## config.mk

```make
export PLATFORM = sky130hd
export DESIGN_NAME = ssui_merge
export DESIGN_NICKNAME = d
export VERILOG_FILES = /design/src/ssui_pkg.sv /design/src/ssui_merge.sv
export SDC_FILE = /design/constraint.sdc
export NUM_CORES = 1
export LEC_CHECK = 0
export BUFFER_PORTS_ARGS = -buffer_cell sky130_fd_sc_hd__buf_4
export CAP_MARGIN = 20
export CORE_MARGIN = 5
export CORE_UTILIZATION = 40
export DETAILED_ROUTE_END_ITERATION = 12
export HOLD_SLACK_MARGIN = 0.12
export PLACE_DENSITY = 0.66
export REMOVE_ABC_BUFFERS = 1
export SLEW_MARGIN = 10
export SYNTH_ARGS = -nofsm -noshare
export SYNTH_HDL_FRONTEND = slang
export SYNTH_SLANG_ARGS = --single-unit
export TNS_END_PERCENT = 10
```

## constraint.sdc

```tcl
create_clock -name clk_i -period 4.7 [get_ports clk_i]
set_input_delay 0.94 -clock clk_i [delete_from_list [all_inputs] [get_ports clk_i]]
set_output_delay 0.94 -clock clk_i [all_outputs]
set_load 0.01 [all_outputs]
```

## src/ssui_pkg.sv

```systemverilog
// Package of the symbol set union block: sizes, codes and item types.
package ssui_pkg;

  // Storage sizes.
  localparam int LIST_DEPTH   = 256;
  localparam int SYMBOL_COUNT = 256;
  localparam int UNION_DEPTH  = 2 * LIST_DEPTH;

  // Widths derived from the storage sizes.
  localparam int LA_W = $clog2(LIST_DEPTH);
  localparam int LC_W = $clog2(LIST_DEPTH + 1);
  localparam int UA_W = $clog2(UNION_DEPTH);
  localparam int UC_W = $clog2(UNION_DEPTH + 1);
  localparam int TA_W = $clog2(SYMBOL_COUNT);

  // Fixed field widths of the items.
  localparam int MODE_W     = 3;
  localparam int SYMBOL_W   = 8;
  localparam int POSITION_W = 9;
  localparam int INDEX_W    = 9;
  localparam int SIZE_W     = 10;

  typedef enum logic [MODE_W-1:0] {
    MODE_APPEND_A = 3'd0,
    MODE_APPEND_B = 3'd1,
    MODE_BUILD    = 3'd2,
    MODE_LOOKUP   = 3'd3,
    MODE_READ     = 3'd4,
    MODE_CLEAR    = 3'd5
  } ssui_mode_e;

  typedef enum logic [1:0] {
    STATUS_OK           = 2'd0,
    STATUS_NOT_FOUND    = 2'd1,
    STATUS_LIST_FULL    = 2'd2,
    STATUS_OUT_OF_RANGE = 2'd3
  } ssui_status_e;

  typedef struct packed {
    logic [MODE_W-1:0]     mode;
    logic [SYMBOL_W-1:0]   symbol;
    logic [POSITION_W-1:0] position;
  } ssui_in_t;

  typedef struct packed {
    ssui_status_e        status;
    logic [INDEX_W-1:0]  index;
    logic                found;
    logic [SYMBOL_W-1:0] symbol_out;
    logic [SIZE_W-1:0]   union_size;
  } ssui_out_t;

  // Signals from the merge engine to the controller and memories.
  typedef struct packed {
    logic                rd_en;
    logic [LA_W-1:0]     a_addr;
    logic [LA_W-1:0]     b_addr;
    logic                wr_en;
    logic [UA_W-1:0]     wr_pos;
    logic [SYMBOL_W-1:0] wr_sym;
    logic                done;
    logic [UC_W-1:0]     count;
  } ssui_merge_t;

  // True when a symbol has an entry in the reverse index table.
  function automatic logic sym_in_table(logic [SYMBOL_W-1:0] sym);
    return int'(sym) < SYMBOL_COUNT;
  endfunction

endpackage

```

## src/ssui_merge.sv

```systemverilog
// Two-pointer merge engine that walks both list memories during a build.
module ssui_merge import ssui_pkg::*; (
  input  logic                clk_i,
  input  logic                rst_ni,
  input  logic                start_i,
  input  logic [LC_W-1:0]     count_a_i,
  input  logic [LC_W-1:0]     count_b_i,
  input  logic [SYMBOL_W-1:0] a_data_i,
  input  logic [SYMBOL_W-1:0] b_data_i,
  output ssui_merge_t         merge_o
);

  localparam logic [1:0] M_IDLE = 2'd0;
  localparam logic [1:0] M_READ = 2'd1;
  localparam logic [1:0] M_STEP = 2'd2;

  logic [1:0]      mstate_q, mstate_d;
  logic [LC_W-1:0] i_q, i_d, j_q, j_d;
  logic [UC_W-1:0] k_q, k_d;
  logic            a_left, b_left, room;

  assign a_left = i_q < count_a_i;
  assign b_left = j_q < count_b_i;
  assign room   = k_q < UC_W'(UNION_DEPTH);

  // One merged entry per pass: read both heads in M_READ, then pick and write in M_STEP.
  always_comb begin
    mstate_d       = mstate_q;
    i_d            = i_q;
    j_d            = j_q;
    k_d            = k_q;
    merge_o        = '0;
    merge_o.a_addr = i_q[LA_W-1:0];
    merge_o.b_addr = j_q[LA_W-1:0];
    merge_o.wr_pos = k_q[UA_W-1:0];
    merge_o.count  = k_q;
    case (mstate_q)
      M_IDLE: begin
        if (start_i) begin
          i_d      = '0;
          j_d      = '0;
          k_d      = '0;
          mstate_d = M_READ;
        end
      end
      M_READ: begin
        if ((a_left || b_left) && room) begin
          merge_o.rd_en = 1'b1;
          mstate_d      = M_STEP;
        end else begin
          merge_o.done = 1'b1;
          mstate_d     = M_IDLE;
        end
      end
      M_STEP: begin
        merge_o.wr_en = 1'b1;
        if (a_left && b_left) begin
          if (a_data_i < b_data_i) begin
            merge_o.wr_sym = a_data_i;
            i_d            = i_q + 1'b1;
          end else if (a_data_i == b_data_i) begin
            // Equal heads go out once and both lists advance.
            merge_o.wr_sym = a_data_i;
            i_d            = i_q + 1'b1;
            j_d            = j_q + 1'b1;
          end else begin
            merge_o.wr_sym = b_data_i;
            j_d            = j_q + 1'b1;
          end
        end else if (a_left) begin
          merge_o.wr_sym = a_data_i;
          i_d            = i_q + 1'b1;
        end else begin
          merge_o.wr_sym = b_data_i;
          j_d            = j_q + 1'b1;
        end
        k_d      = k_q + 1'b1;
        mstate_d = M_READ;
      end
      default: begin
        mstate_d = M_IDLE;
      end
    endcase
  end

  always_ff @(posedge clk_i or negedge rst_ni) begin
    if (!rst_ni) begin
      mstate_q <= M_IDLE;
      i_q      <= '0;
      j_q      <= '0;
      k_q      <= '0;
    end else begin
      mstate_q <= mstate_d;
      i_q      <= i_d;
      j_q      <= j_d;
      k_q      <= k_d;
    end
  end

endmodule

```

* After elaboration in Yosys (flattened, before gate mapping) *
Index checks and enable logic that the tools add are counted.

storage, ports and cells
  register bits after elaboration = 30
  bits in latches = 0
  RAM bits = 0
  ROM bits = 0
  bits of input ports = 37
  output and inout port bits = 46
  logic and storage cells = 52
  memories = 0

cells by class
  add/subtract/negate cells = 3
  multiply operators = 0
  div/mod/pow operators = 0
  $lt $le $gt $ge = 4
  equal/unequal tests = 8
  shift-type cells = 0
  muxes and demuxes = 25
  bitwise logic cells = 0
  reductions and logical operators = 8

operators by type and width
  cell                                                 number
  2-to-1 mux 9 bit                                     8
  2-to-1 mux 8 bit                                     5
  one-hot mux 9 bit (2 select lines)                   2
  one-hot mux 10 bit (2 select lines)                  1
  adder 9 x 1 -> 9 bit (second input constant)         2
  less-than comparator 9 bit                           2
  adder 10 x 1 -> 10 bit (second input constant)       1
  less-than comparator 10 bit (second input constant)  1
  2-to-1 mux 10 bit                                    1
  inequality test 3 bit (second input constant)        3
  == test 8 bit                                        1
  less-than comparator 8 bit                           1
  AND reduction 4 bit                                  2
  one-hot mux 2 bit (3 select lines)                   1
  2-to-1 mux 1 bit                                     5
  2-to-1 mux 2 bit                                     2
  inequality test 4 bit (second input constant)        1
  == test 2 x 1 -> 1 bit (second input constant)       1
  == test 2 bit (second input constant)                1
  logical AND 1 bit                                    2
  logical NOT 2 bit                                    1
  inequality test 2 bit (second input constant)        1
  AND reduction 2 bit                                  1
  nonzero test 2 bit                                   1
  logical OR 1 bit                                     1

* Depth between registers and ports, before layout *
  word-level depth = 5
  mapped depth = 11
  depth with buffers taken out = 9

* Worst setup path before layout *
OpenSTA, ideal clock, no wires.

  kind = in2out
  start point = input port b_data_i[1]
  end point = output port merge_o[11] (netlist name)
  data arrival time = 2.810 ns
  data required time = 3.760 ns
  path slack = 0.950 ns
  stages on the path = 10
  buffers on the path = 2
  cells stage by stage = inv_1 -> ha_1 -> nor2b_1 -> o211ai_1 -> a21oi_1 -> a211o_2 -> a41o_1 -> buf_6 -> clkbuf_1 -> o31ai_1

RTL lines
  item                RTL line          RTL
  start: declaration  ssui_merge.sv:9   input logic [SYMBOL_W-1:0] b_data_i,
  end: declaration    ssui_merge.sv:10  output ssui_merge_t merge_o

==> flow_metrics.py <==
metrics = {
    "timing": {
        "rsz0062_at_grt": "no",
        "finalHoldViolCount": 0,
        "fin_worst_skew_ps": 3.115,
        "period_share": 0.8592,
        "tightestPinTransition_ps": 896.6,
        "setup_viol": 0,
        "min_period_ps": 4038,
        "relSlewSlack": 0.4023,
        "fin_ws_ps": 661.9,
        "slew_viol_final": 0,
        "setup_tns_ps": 0,
        "fmaxAchievable_ghz": 0.2476,
    },
    "pwr": {
        "peakVddDrop_v": 0.0002819,
        "power_density_nw_per_um2": 330.3,
        "sequentialPowerShare": 0.347,
        "p_leak_uw": 0.001574,
        "power_uw": 996.7,
        "internal_power_uw": 611.9,
        "power_switching_uw": 384.8,
        "power_frac_comb": 0.403,
        "clockPowerShare": 0.251,
        "swShare": 0.3861,
    },
    "cts": {
        "clk_pin_slew_worst_paths_ps": 70,
        "cts_hold_buf": 0,
        "clock_latency_ps": 280,
        "clock-sinks": 30,
        "cts-resized-gates": 0,
        "cts_buffers": 5,
        "cts_setup_buffers": 0,
        "htreeDepth": 2,
        "cts-root-buf": "clkbuf_8",
        "cts_tree": "built",
        "cts_buffer_depth": 2,
    },
    "setup_path": {
        "cp_slowest_cell": "a41o_1",
        "critPathKind": "in -> out",
        "cp.required_ps": 3760,
        "r2r-start": "j_q[2]$_DFFE_PN0P_",
        "critPathTopFamily": "compound AO/OA/AOI/OAI gates",
        "ff2ff_setup_slack_ps": 1940,
        "r2r-end": "i_q[6]$_DFFE_PN0P_",
        "cpPeakStageDelay_ps": 540,
        "crit_buf_inv": 2,
        "rr_worst_depth": 8,
        "path_cells": "buf_4, ha_1, nor2b_1, o211ai_1, a21oi_1, a211o_2, a41o_1, o31ai_1, buf_4",
        "start_kind": "primary input",
        "crit_arrival_ps": 3100,
        "cp_max_fo": 30,
        "setup.worst_path.end_class": "primary output",
        "crit_top_cell": "buf_4",
    },
    "logic_synthesis": {
        "syn_inst": 299,
        "synth.distinct_cells": 38,
        "netlist.area_leader.share": 0.3086,
        "yosys-top-cells-area": "dfrtp_1 31%, ha_1 14%, buf_4 8.0%, nand3_1 4.9%, o21ai_1 4.7%",
        "synth_seq_cells": 30,
        "synthFlopType": "dfrtp_1",
        "yosys-top-cells-count": "30 x dfrtp_1, 30 x nand2_1, 28 x inv_1",
        "synth-warning-count": 0,
        "async_flop_share": 1.000,
        "syn_area_per_cell_um2": 8.135,
        "yosysSeqAreaShare": 0.3086,
        "syn_area_um2": 2432,
        "synth_edf_count": 0,
        "synth_area_leader_cell": "dfrtp_1",
    },
    "layout": {
        "area_growth_pct": 24.07,
        "final_cell_area_um2": 3018,
        "drive_above_1_share": 0.2789,
        "regArea_um2": 750.7,
        "nets": 418,
        "fin_cells": 430,
        "diodes": 0,
        "final.fill_count": 585,
        "multiInputGateArea_um2": 1328,
    },
    "grt": {
        "grt_overflow_total": 0,
        "grt_usage": 0.1551,
        "grt_pass1_vias": 2052,
        "grt_max_degree": 31,
        "antenna_found_initial": 0,
        "grt_pass1_wl_um": 9632,
    },
    "route": {
        "dr.pass1.iters": 4,
        "ant_nets": 0,
        "drc": 0,
        "wl_per_cell_um": 13.51,
        "drtIter0Drc": 80,
        "wl_um": 5808,
        "vias": 2207,
        "routed_via_density": 5.133,
    },
    "floorplan": {
        "io_pins": 83,
        "die_height_um": 87.98,
        "fp.dieArea_um2": 7740,
        "rows": 28,
        "start_util": 0.4108,
        "core_um2": 5921,
        "fp.dieW_um": 87.98,
    },
    "placement": {
        "pre_cts_slack_ps": 666.6,
        "routabilityCongestion": 0.7892,
        "post-place-cells": 421,
        "place_hpwl_um": 4455,
        "placed_area_um2": 2900,
        "portBuffers": 82,
    },
    "run_status": {
        "outcome": "finished clean",
    },
    "job": {
        "maxCapViolCount": 0,
    },
    "min_path": {
        "worstHoldStart": "k_q[5]$_DFFE_PN0P_",
        "min_path_type": "reg -> reg",
        "hold_depth": 1,
        "hold_end": "k_q[5]$_DFFE_PN0P_",
    },
}
-- layout make-up --
class	count	area share
timing repair buffer	83	0.2065
tap	75	0.03109
multi-input combinational	204	0.4399
sequential	30	0.2488
inverter	30	0.03731
clock buffer	8	0.03648
-- through the flow --
step | util | hold slack [ps]
global route | 0.5097 | 540.4
floorplan | - | 525.6
CTS | 0.5085 | 516.2
finish | 0.5097 | 519.4
global placement | 0.4899 | 496.1
detailed placement | 0.4899 | 507.0
-- registers in the layout, summed over array words and instances (netlist names) --
register,count
k_q,10
i_q,9
j_q,9
mstate_q,2
-- kinds of logic (layout without fill, tap and decap cells) --
logic type	Yosys count	after routing	synth area share
compound gates	72	72	0.1800
fa+ha+maj	27	27	0.1389
buf+inv	65	121	0.1456
flops	30	30	0.3086
mux	4	4	0.01646
simple gates	101	101	0.2104
-- how the worst max path moves through the flow --
stage	from	endpoint	cells past startpoint
after global placement	a_data_i[1]	merge_o[11]	9
after CTS	a_data_i[1]	merge_o[11]	9
after global routing	count_b_i[2]	merge_o[11]	11
after floorplan	b_data_i[1]	merge_o[11]	8
after detailed placement	a_data_i[1]	merge_o[11]	9
final	a_data_i[1]	merge_o[11]	9
-- routing by layer --
| layer | track usage | part of all wire | up-vias |
|---|---|---|---|
| li1 | - | - | 1139 |
| met1 | 0.2110 | 0.47 | 999 |
| met2 | 0.2486 | 0.45 | 62 |
| met3 | 0.03763 | 0.070 | 7 |
| met4 | 0.03766 | 0.011 | 0 |
| met5 | 0 | 0 | - |
-- power groups by stage --
stage	logic, uW	registers [uW]	clock network (uW)
global placement	391	350	0
CTS	403	347	254
global route	450	356	266
detailed placement	401	350	0
finish	401	346	250
floorplan	205	356	0
-- layout by cell type, fill, tap and decap left out, types with 2 or more instances in the layout --
cell and n:
nor2b_1 3, a21oi_1 21, clkbuf_8 8, nand4_1 6, or4_1 4, or2_1 3, o21ai_0 7, inv_2 2
nor2_1 11, a31oi_1 2, nand3_1 24, dfrtp_1 30, ha_1 27, or3_1 10, inv_1 28, o211ai_1 3
nand2_1 30, and3_1 4, buf_4 83, o21ai_1 23, o31ai_1 7, and3b_1 2, mux2i_1 4
Power figures use the tool's default switching activity.
